==> config.mk <==
export PLATFORM = sky130hd
export DESIGN_NAME = imu_packet_parser
export DESIGN_NICKNAME = d
export VERILOG_FILES = /design/src/rtl/imu_pkg.sv /design/src/rtl/imu_packet_parser.sv /design/src/rtl/imu_ram.sv
export SDC_FILE = /design/constraint.sdc
export NUM_CORES = 1
export LEC_CHECK = 0
export ABC_AREA = 1
export BUFFER_PORTS_ARGS = -buffer_cell sky130_fd_sc_hd__buf_4
export CELL_PAD_IN_SITES_DETAIL_PLACEMENT = 1
export CELL_PAD_IN_SITES_GLOBAL_PLACEMENT = 2
export CORE_MARGIN = 2
export CORE_UTILIZATION = 41
export DETAILED_ROUTE_END_ITERATION = 8
export GPL_TIMING_DRIVEN = 0
export PLACE_DENSITY_LB_ADDON = 0.1
export SKIP_CTS_REPAIR_TIMING = 1
export SYNTH_ARGS = -nofsm -noshare
export SYNTH_HDL_FRONTEND = slang
export SYNTH_SLANG_ARGS = --single-unit
==> constraint.sdc <==
create_clock -name clk_i -period 12.1 [get_ports clk_i]
set_input_delay 1.21 -clock clk_i [delete_from_list [all_inputs] [get_ports clk_i]]
set_output_delay 1.21 -clock clk_i [all_outputs]
set_load 0.02 [all_outputs]
==> src/rtl/imu_pkg.sv <==
`default_nettype none

package imu_pkg;

  localparam int unsigned PktLen   = 28;
  localparam int unsigned SumLen   = 26;
  localparam int unsigned CntW     = 5;
  localparam int unsigned WordAw   = 4;
  localparam int unsigned RamAw    = WordAw + 1;
  localparam int unsigned RamDepth = 2 ** RamAw;
  localparam int unsigned NumWords = 13;

  localparam logic [15:0] WrapLow  = 16'd500;
  localparam logic [15:0] WrapHigh = 16'd59500;

  // captured word slots, packet word index minus one
  localparam int unsigned WId    = 0;
  localparam int unsigned WAng   = 1;
  localparam int unsigned WRate  = 4;
  localparam int unsigned WAccel = 7;
  localparam int unsigned WBat   = 10;
  localparam int unsigned WStamp = 11;
  localparam int unsigned WSum   = 12;

  localparam logic [1:0] StOk    = 2'd0;
  localparam logic [1:0] StStamp = 2'd1;
  localparam logic [1:0] StSum   = 2'd2;

  typedef struct packed {
    logic [2:0]         pad;
    logic [1:0]         status;
    logic [15:0]        stamp;
    logic [15:0]        battery_level;
    logic signed [15:0] accel_z;
    logic signed [15:0] accel_y;
    logic signed [15:0] accel_x;
    logic signed [15:0] rate_z;
    logic signed [15:0] rate_y;
    logic signed [15:0] rate_x;
    logic signed [16:0] yaw_rel;
    logic signed [16:0] pitch_rel;
    logic signed [16:0] roll_rel;
  } result_t;

  localparam int unsigned OutBits = $bits(result_t);

endpackage

`default_nettype wire

==> src/rtl/imu_packet_parser.sv <==
// Sensor packet receiver.
// Input stream: one word per serial byte. s_axis_tuser = 0 carries a data byte
// in s_axis_tdata; s_axis_tuser = 1 is a recalibrate command that copies the
// angles of the last good packet into the zero angles.
// Every 28 data bytes form one packet. Byte pairs are stored as 16-bit words
// in a two-bank packet RAM; the bank flips after each packet, so the next
// packet streams in at one byte per cycle while the finished one is read back.
// Readout takes 13 RAM reads in S_READ, then S_LAST captures the last word
// and S_COMMIT registers the result onto the master stream once the output
// register is free.
// Packets with a foreign id give no result; a checksum mismatch gives a
// result with status 2 and all other fields zero.
// Sustained rate is one byte per cycle. The input stalls only while a readout
// is still pending: for the last byte of the next packet and for a
// recalibrate word, which both wait for the commit of the previous packet.
// The commit waits while the output register holds a result the receiver has
// not taken, so a stalled receiver eventually stalls the input.
// Reset clears the byte counter, checksum, zero and last angles, last stamp
// and the device id; the packet RAM needs no clearing.
`default_nettype none

module imu_packet_parser (
  input  wire logic                         clk_i,
  input  wire logic                         rst_ni,
  input  wire logic                         cfg_we_i,
  input  wire logic [7:0]                   cfg_wdata_i,   // device_id
  input  wire logic                         s_axis_tvalid,
  output logic                              s_axis_tready,
  input  wire logic [7:0]                   s_axis_tdata,  // data_byte
  input  wire logic                         s_axis_tuser,  // mode
  output logic                              m_axis_tvalid,
  input  wire logic                         m_axis_tready,
  // roll_rel, pitch_rel, yaw_rel, rate_x, rate_y, rate_z, accel_x, accel_y,
  // accel_z, battery_level, stamp, status, zero fill
  output logic [imu_pkg::OutBits-1:0]       m_axis_tdata
);

  import imu_pkg::*;

  typedef enum logic [1:0] {S_IDLE, S_READ, S_LAST, S_COMMIT} state_e;

  localparam logic [CntW-1:0]   LastByte = CntW'(PktLen - 1);
  localparam logic [CntW-1:0]   SumEnd   = CntW'(SumLen);
  localparam logic [WordAw-1:0] LastRd   = WordAw'(NumWords - 1);

  state_e            state_q;
  logic [CntW-1:0]   byte_cnt_q;
  logic              bank_q, rd_bank_q;
  logic [7:0]        hi_q;
  logic [15:0]       sum_q, sum_cap_q;
  logic [7:0]        dev_id_q;
  logic [WordAw-1:0] rd_idx_q, cap_idx_q;
  logic              rd_vld_q;
  logic [15:0]       cap_q [NumWords];
  logic [15:0]       zero_q [3];
  logic [15:0]       last_q [3];
  logic [15:0]       last_stamp_q;
  logic              zero_valid_q;
  logic              m_valid_q;
  result_t           out_q, out_d;

  logic              in_fire, data_fire, recal_fire, last_byte;
  logic              ram_we, ram_re;
  logic [RamAw-1:0]  ram_waddr, ram_raddr;
  logic [15:0]       ram_rdata;
  logic              commit, id_ok, sum_ok, stamp_fail;
  logic [15:0]       zero_eff [3];
  logic [16:0]       rel [3];
  logic [15:0]       pkt_stamp;

  assign last_byte     = byte_cnt_q == LastByte;
  assign s_axis_tready = (state_q == S_IDLE) || (!s_axis_tuser && !last_byte);
  assign in_fire       = s_axis_tvalid && s_axis_tready;
  assign data_fire     = in_fire && !s_axis_tuser;
  assign recal_fire    = in_fire && s_axis_tuser;

  assign ram_we    = data_fire && byte_cnt_q[0];
  assign ram_waddr = {bank_q, byte_cnt_q[CntW-1:1]};
  assign ram_re    = state_q == S_READ;
  assign ram_raddr = {rd_bank_q, rd_idx_q + WordAw'(1)};

  imu_ram #(
    .Width (16),
    .Depth (RamDepth)
  ) u_pkt_ram (
    .clk_i   (clk_i),
    .we_i    (ram_we),
    .waddr_i (ram_waddr),
    .wdata_i ({hi_q, s_axis_tdata}),
    .re_i    (ram_re),
    .raddr_i (ram_raddr),
    .rdata_o (ram_rdata)
  );

  assign commit     = (state_q == S_COMMIT) && (!m_valid_q || m_axis_tready);
  assign id_ok      = cap_q[WId][7:0] == dev_id_q;
  assign sum_ok     = cap_q[WSum] == sum_cap_q;
  assign pkt_stamp  = cap_q[WStamp];
  assign stamp_fail = (last_stamp_q != 16'd0) && (pkt_stamp < last_stamp_q) &&
                      !((pkt_stamp < WrapLow) && (last_stamp_q > WrapHigh));

  always_comb begin
    for (int k = 0; k < 3; k++) begin
      zero_eff[k] = zero_valid_q ? zero_q[k] : cap_q[WAng+k];
      rel[k]      = {cap_q[WAng+k][15], cap_q[WAng+k]} - {zero_eff[k][15], zero_eff[k]};
    end
  end

  always_comb begin
    out_d = '0;
    if (sum_ok) begin
      out_d.roll_rel      = rel[0];
      out_d.pitch_rel     = rel[1];
      out_d.yaw_rel       = rel[2];
      out_d.rate_x        = cap_q[WRate];
      out_d.rate_y        = cap_q[WRate+1];
      out_d.rate_z        = cap_q[WRate+2];
      out_d.accel_x       = cap_q[WAccel];
      out_d.accel_y       = cap_q[WAccel+1];
      out_d.accel_z       = cap_q[WAccel+2];
      out_d.battery_level = cap_q[WBat];
      out_d.stamp         = pkt_stamp;
      out_d.status        = stamp_fail ? StStamp : StOk;
    end else begin
      out_d.status = StSum;
    end
  end

  always_ff @(posedge clk_i or negedge rst_ni) begin
    if (!rst_ni) begin
      state_q      <= S_IDLE;
      byte_cnt_q   <= '0;
      bank_q       <= 1'b0;
      rd_bank_q    <= 1'b0;
      sum_q        <= '0;
      sum_cap_q    <= '0;
      dev_id_q     <= '0;
      rd_idx_q     <= '0;
      rd_vld_q     <= 1'b0;
      last_stamp_q <= '0;
      zero_valid_q <= 1'b0;
      m_valid_q    <= 1'b0;
      for (int k = 0; k < 3; k++) begin
        zero_q[k] <= '0;
        last_q[k] <= '0;
      end
    end else begin
      if (cfg_we_i) begin
        dev_id_q <= cfg_wdata_i;
      end

      // byte intake
      if (data_fire) begin
        if (byte_cnt_q < SumEnd) begin
          sum_q <= sum_q + 16'(s_axis_tdata);
        end
        if (last_byte) begin
          byte_cnt_q <= '0;
          sum_q      <= '0;
          sum_cap_q  <= sum_q;
          bank_q     <= ~bank_q;
        end else begin
          byte_cnt_q <= byte_cnt_q + CntW'(1);
        end
      end

      // readout sequencer
      rd_vld_q <= state_q == S_READ;
      case (state_q)
        S_IDLE: begin
          if (data_fire && last_byte) begin
            state_q   <= S_READ;
            rd_idx_q  <= '0;
            rd_bank_q <= bank_q;
          end
        end
        S_READ: begin
          rd_idx_q <= rd_idx_q + WordAw'(1);
          if (rd_idx_q == LastRd) begin
            state_q <= S_LAST;
          end
        end
        S_LAST: begin
          state_q <= S_COMMIT;
        end
        S_COMMIT: begin
          if (commit) begin
            state_q <= S_IDLE;
          end
        end
        default: begin
          state_q <= S_IDLE;
        end
      endcase

      if (recal_fire) begin
        zero_q       <= last_q;
        zero_valid_q <= 1'b1;
      end

      if (commit && id_ok && sum_ok) begin
        for (int k = 0; k < 3; k++) begin
          last_q[k] <= cap_q[WAng+k];
          zero_q[k] <= zero_eff[k];
        end
        zero_valid_q <= 1'b1;
        if (!stamp_fail) begin
          last_stamp_q <= pkt_stamp;
        end
      end

      if (commit && id_ok) begin
        m_valid_q <= 1'b1;
      end else if (m_axis_tready) begin
        m_valid_q <= 1'b0;
      end
    end
  end

  always_ff @(posedge clk_i) begin
    if (data_fire && !byte_cnt_q[0]) begin
      hi_q <= s_axis_tdata;
    end
    cap_idx_q <= rd_idx_q;
    if (rd_vld_q) begin
      cap_q[cap_idx_q] <= ram_rdata;
    end
    if (commit && id_ok) begin
      out_q <= out_d;
    end
  end

  assign m_axis_tvalid = m_valid_q;
  assign m_axis_tdata  = out_q;

  a_last_byte_idle: assert property (@(posedge clk_i) disable iff (!rst_ni)
    (data_fire && last_byte) |-> (state_q == S_IDLE))
    else $error("packet finished while readout busy");

  a_recal_idle: assert property (@(posedge clk_i) disable iff (!rst_ni)
    recal_fire |-> (state_q == S_IDLE))
    else $error("recalibrate taken while readout busy");

  a_cap_done: assert property (@(posedge clk_i) disable iff (!rst_ni)
    (state_q == S_COMMIT) |-> !rd_vld_q)
    else $error("commit before all words captured");

  a_cnt_range: assert property (@(posedge clk_i) disable iff (!rst_ni)
    byte_cnt_q <= LastByte)
    else $error("byte counter out of range");

  a_no_overrun: assert property (@(posedge clk_i) disable iff (!rst_ni)
    (m_valid_q && !m_axis_tready) |=> (m_valid_q && $stable(out_q)))
    else $error("pending result overwritten");

endmodule

`default_nettype wire

==> src/rtl/imu_ram.sv <==
`default_nettype none

module imu_ram #(
  parameter int unsigned Width = 16,
  parameter int unsigned Depth = 32
) (
  input  wire logic                     clk_i,
  input  wire logic                     we_i,
  input  wire logic [$clog2(Depth)-1:0] waddr_i,
  input  wire logic [Width-1:0]         wdata_i,
  input  wire logic                     re_i,
  input  wire logic [$clog2(Depth)-1:0] raddr_i,
  output logic      [Width-1:0]         rdata_o
);

  logic [Width-1:0] mem_q [Depth];

  always_ff @(posedge clk_i) begin
    if (we_i) begin
      mem_q[waddr_i] <= wdata_i;
    end
    if (re_i) begin
      rdata_o <= mem_q[raddr_i];
    end
  end

endmodule

`default_nettype wire
Word level (Yosys, flattened, before mapping)
Memory sizes are Yosys's and may differ from the RTL's. A register that Yosys moved wholly into a read port is not among the register bits.
Index checks and enable logic that the tools add are counted.
- word-level logic and storage cells: 111
- bits in writable memories: 720
- bits in registers: 249
- output and inout port bits: 186
- memories: 2
- memories (memory ; depth ; width ; read ports ; clocked after Yosys merged registers in ; write ports ; RTL line ; source):
    u_pkt_ram.mem_q ; 32 ; 16 ; 1 ; 1 ; 1 ; imu_ram.sv:16 ; logic [Width-1:0] mem_q [Depth];
    cap_q ; 13 ; 16 ; 13 ; 7 ; 1 ; imu_packet_parser.sv:54 ; logic [15:0] cap_q [NumWords];
- bitwise gates (word level): 2
- equality and inequality tests: 10
- $add $sub $neg: 6
- magnitude comparators: 4
- multiplexer cells: 23
- reductions and logical operators: 39
- operators by type and width (kind ; count):
    two-way mux 48 bit ; 2
    two-way mux 16 bit ; 5
    subtractor 16 x 16 -> 17 bit ; 3
    adder 16 x 8 -> 16 bit ; 1
    equality test 16 bit ; 1
    > comparator 16 bit, second input constant ; 1
    less-than comparator 16 bit ; 1
    less-than comparator 16 x 9 -> 1 bit, second input constant ; 1
    nonzero test 16 bit ; 1
    logical AND 1 bit ; 13
    logical NOT 1 bit ; 12
    AND reduction 2 bit ; 5
    two-way mux 1 bit ; 9
    equality test 8 bit ; 1
    case mux 2 bit (4 select lines) ; 1
    case mux 4 bit (2 select lines) ; 1
    nonzero test 2 bit ; 4
    two-way mux 2 bit ; 3
    adder 5 x 1 -> 5 bit, second input constant ; 1
    equality test 5 bit, second input constant ; 1
    less-than comparator 5 bit, second input constant ; 1
    two-way mux 5 bit ; 1
    adder 4 x 1 -> 4 bit, second input constant ; 1
    equality test 2 bit, second input constant ; 2
    other kinds (9) ; 12

Longest topological paths before layout
- depth in word-level cells: 9
- gate-level depth with buffers: 16
- mapped depth without buffers: 15

Cells and area by module
From an unflattened synthesis, not the netlist that was laid out.
- cells, all modules: 4171
- area, all modules: 46216.8 sq um
- by module, submodules not included (module ; sequential area each (sq um) ; instances ; cells an instance ; area an instance (sq um)):
    imu_packet_parser ; 15965.3 ; 1 ; 2377 ; 24755.0
    imu_ram ; 15855.2 ; 1 ; 1794 ; 21461.8

Least setup slack after synthesis
Ideal clock, no wire load.
- path type: input to register
- start: input m_axis_tready
- end: register out_q, in the netlist m_axis_tdata[0], enable pin
- cell stages on the path: 6
- arrival: 9.232 ns
- library setup time: 0.725 ns
- data required time: 11.375 ns
- buffers on the path: 0
- setup slack: 2.143 ns
- path through: inv_1 > nand2_1 > nand2_1 > nor4_1 > nand4_1 > nor2_1
- longest elaborated chain between the ends: 3
- ends and longest elaborated chain (element ; RTL line ; source):
    start: declaration ; imu_packet_parser.sv:32 ; input wire logic m_axis_tready,
    logical OR 1 bit ; imu_packet_parser.sv:95 ; assign commit = (state_q == S_COMMIT) && (!m_valid_q || m_axis_tready);
    logical AND 1 bit ; imu_packet_parser.sv:95 ;
    logical AND 1 bit ; imu_packet_parser.sv:228 ; if (commit && id_ok) begin
    end signal: assignment ; imu_packet_parser.sv:229 ; out_q <= out_d;
    end: declaration ; imu_packet_parser.sv:60 ; result_t out_q, out_d;
Every way passes these cells.
A chain may end at the register's enable or synchronous reset.

Worst setup path in the final report
- start: register rd_idx_q[0]
- end: register u_pkt_ram.rdata_o[0] (read register of u_pkt_ram.mem_q), data pin
- longest elaborated chain between the ends: 1
- ends and longest elaborated chain (element ; RTL line ; source):
    start: declaration ; imu_packet_parser.sv:52 ; logic [WordAw-1:0] rd_idx_q, cap_idx_q;
    start signal: assignment ; imu_packet_parser.sv:178 ; rd_idx_q <= rd_idx_q + WordAw'(1);
    adder 4 x 1 -> 4 bit ; imu_packet_parser.sv:80 ; assign ram_raddr = {rd_bank_q, rd_idx_q + WordAw'(1)};
    end: declaration ; imu_ram.sv:13 ; output logic [Width-1:0] rdata_o
Every way passes these cells.

==> impl_metrics.yaml <==
timing:
  worstMarginPinSlew_ns: 1.410
  setup_ws_ns: 7.341
  slew_violations: 0
  finalClockSkew_ns: 0.02963
  max_freq_mhz: 210.1
  finalSetupViolCount: 0
  period_share_pct: 39.33
  slew_headroom_pct: 6.023
  rsz0062_at_grt: "no"
  fin_crit_ns: 4.759
  hold_violations: 0
  whs_ns: 0.4075
critical_path:
  cp_max_fo: 10
  worst-path-buf-inv: 7
  max_stage_delay_ns: 0.68
  critPathLaunch: "rd_idx_q[0]"
  worst-path-stages: 14
  cp.required_ns: 12.64
  r2r-start: "rd_idx_q[0]"
  worstRegToRegCells: 14
  start_kind: "flip-flop"
  critPathKind: "reg2reg"
  endpoint_kind: "flip-flop"
  cp_cell_sequence: "buf_2, inv_1, buf_2, buf_2, ha_1, inv_1, clkbuf_1, clkbuf_1, o21ai_0, o221ai_1, nand3_1, nand2_1, nand2_1, nand2_1"
  crit_arrival_ns: 5.29
  cp_top_family: "buffers and inverters"
  crit_slowest_cell: "clkbuf_1"
clocking:
  cts_tree: "yes"
  cts_max_level: 3
  cts_buffers: 116
  clock_latency_ns: 0.72
  cts.reportedPaths.clkPinSlew_ns: 0.06
  root_buffer: "clkbuf_16"
  clock_path_buffers: 3
  clock-sinks: 1089
hold_path:
  hold_path_class: "reg2reg"
  whs_path_depth: 0
  worstHoldStart: "rd_idx_q[0]"
global_routing:
  grt-ovfl-total: 0
  grt_max_degree: 102
  grt_pass1_wl_um: 209500
  grt_pass1_vias: 31560
  antenna_found_initial: 8
  grt_usage_pct: 25.34
place:
  gp_congestion: 0.8207
  dp_hpwl_um: 96470
  port_buffers: 204
  post-place-ws_ns: 7.435
floorplan:
  die_x_um: 336.0
  initial_core_util_pct: 41.41
  fp-row-count: 121
  dieArea_um2: 112900
  pin_count: 208
  core_region_area_um2: 109200
  die_y_um: 336.0
flow_run:
  max_cap_violations: 0
detailed_routing:
  drt_iter0_drc: 2593
  dr_total_vias: 30620
  drt_first_pass_iters: 5
  antenna_left: 0
  vias_per_cell: 5.357
  drc_errors: 0
  wl_per_cell_um: 24.95
  routed_wirelength_um: 142600
finish:
  diodes: 0
  finalNetCount: 4249
  syn2layout_area_growth_pct: 17.86
  final_util_pct: 48.81
  fillCellCount: 11410
  drive_above_1_share_pct: 13.09
yosys:
  synthArstFlopShare_pct: 15.43
  synth.area.top_cells: "edfxtp_1, dfrtp_1, nor2_1, nand2_1, nand3_1"
  yosysSeqAreaShare_pct: 70.40
  postSynthCellCount: 3773
  syn_area_per_cell_um2: 11.98
  synthTopCellsByCount: "edfxtp_1, nor2_1, nand2_1, nand3_1, o21ai_0"
  synth_ff_type: "edfxtp_1"
  synth.most_common_cell: "edfxtp_1"
  synth_edf_count: 917
  netlist_area_um2: 45200
  ys_warn_count: 0
  synth_area_leader_cell: "edfxtp_1"
  synthDistinctLibCells: 45
  synth-seq-cells: 1089
  synth_top_area_share_pct: 60.92
pwr:
  ir_drop_v: 0.0001272
  p_leak_nw: 20.34
  p_per_area_nw_per_um2: 216.4
outcome:
  status: "complete, no violations"
## stage by stage
stage	power, mW	cell area, µm²	cells	TNS, ns
after floorplan	6.348	45210	3775	0
after global placement	7.989	48590	5455	-366.92
after detailed placement	8.062	49490	5500	0
after CTS	11.57	53220	5714	0
after global routing	11.98	53280	5716	0
final	11.53	53280	5716	0
## cell families after synthesis
kind of cell / Yosys count / synth area share, %
mux: 45 / 1.005
compound gates: 567 / 7.535
buf+inv: 466 / 4.155
other cells: 1 / 0.008296
simple gates: 1486 / 13.84
flops: 1089 / 70.40
xor+xnor: 36 / 0.6975
fa+ha+maj: 83 / 2.364
## final timing paths
check / endpoint / slack [ns]
min reg2reg: cap_idx_q[0] / 0.41
min in group asynchronous: last_stamp_q[15] / 0.46
max in group asynchronous: zero_q[32] / 10.58
max: u_pkt_ram.rdata_o[0] / 7.34
min: cap_idx_q[0] / 0.41
max reg2reg: u_pkt_ram.rdata_o[0] / 7.34
## power by group
part	switching [mW]	internal (mW)
Clock	1.49	2.02
Sequential	0.406	4.41
Combinational	2.39	0.810
Total	4.29	7.24
## layer usage
layer	global-route usage [%]	wire [µm]	up-vias	share of wire, %
met5	0	26	-	0.018
met4	7.709	4409	4	3.1
met3	3.131	6506	223	4.6
met2	43.43	70610	820	50
met1	33.72	61040	15500	43
li1	-	-	14070	-
## cells in the final DEF, fill, tap and decap left out, types with 7 or more instances in the layout
cell type  count
edfxtp_1     917
nor2_1       525
nand2_1      518
nand3_1      305
o21ai_0      302
inv_1        272
buf_4        212
dfrtp_1      168
clkbuf_1     136
o221ai_1     128
clkbuf_16    119
ha_1          79
a21oi_1       72
buf_2         61
nor2_2        45
nand3b_1      44
mux2i_1       42
buf_8         26
o21ai_1       25
clkinv_2      25
xor2_1        23
clkinv_1      22
nand4_1       18
a21o_1        18
xnor2_1       13
nor3_1        11
buf_16        11
bufinv_16      9
buf_6          8
buf_1          7
## flip-flops by register name (all words and copies together) (netlist names), 2 cells and up
signal	count
last_q	48
zero_q	48
rd_idx_q	4
state_q	2
hi_q	8
cap_q	200
byte_cnt_q	5
cap_idx_q	4
dev_id_q	8
u_pkt_ram.mem_q	512
sum_q	16
u_pkt_ram.rdata_o	16
m_axis_tdata	181
sum_cap_q	16
last_stamp_q	16
## final cells by class
type / instances / area [µm²] / area share (%)
inverters: 279 / 1047 / 1.966
well taps: 1476 / 1847 / 3.466
repair buffers: 251 / 2381 / 4.469
flip-flops and latches: 1089 / 31820 / 59.73
plain buffers: 187 / 830.8 / 1.559
multi-input cells: 2220 / 11630 / 21.82
clock buffers: 153 / 3166 / 5.942
clock inverters: 61 / 559.3 / 1.050
(Power assumes the default switching activity.)
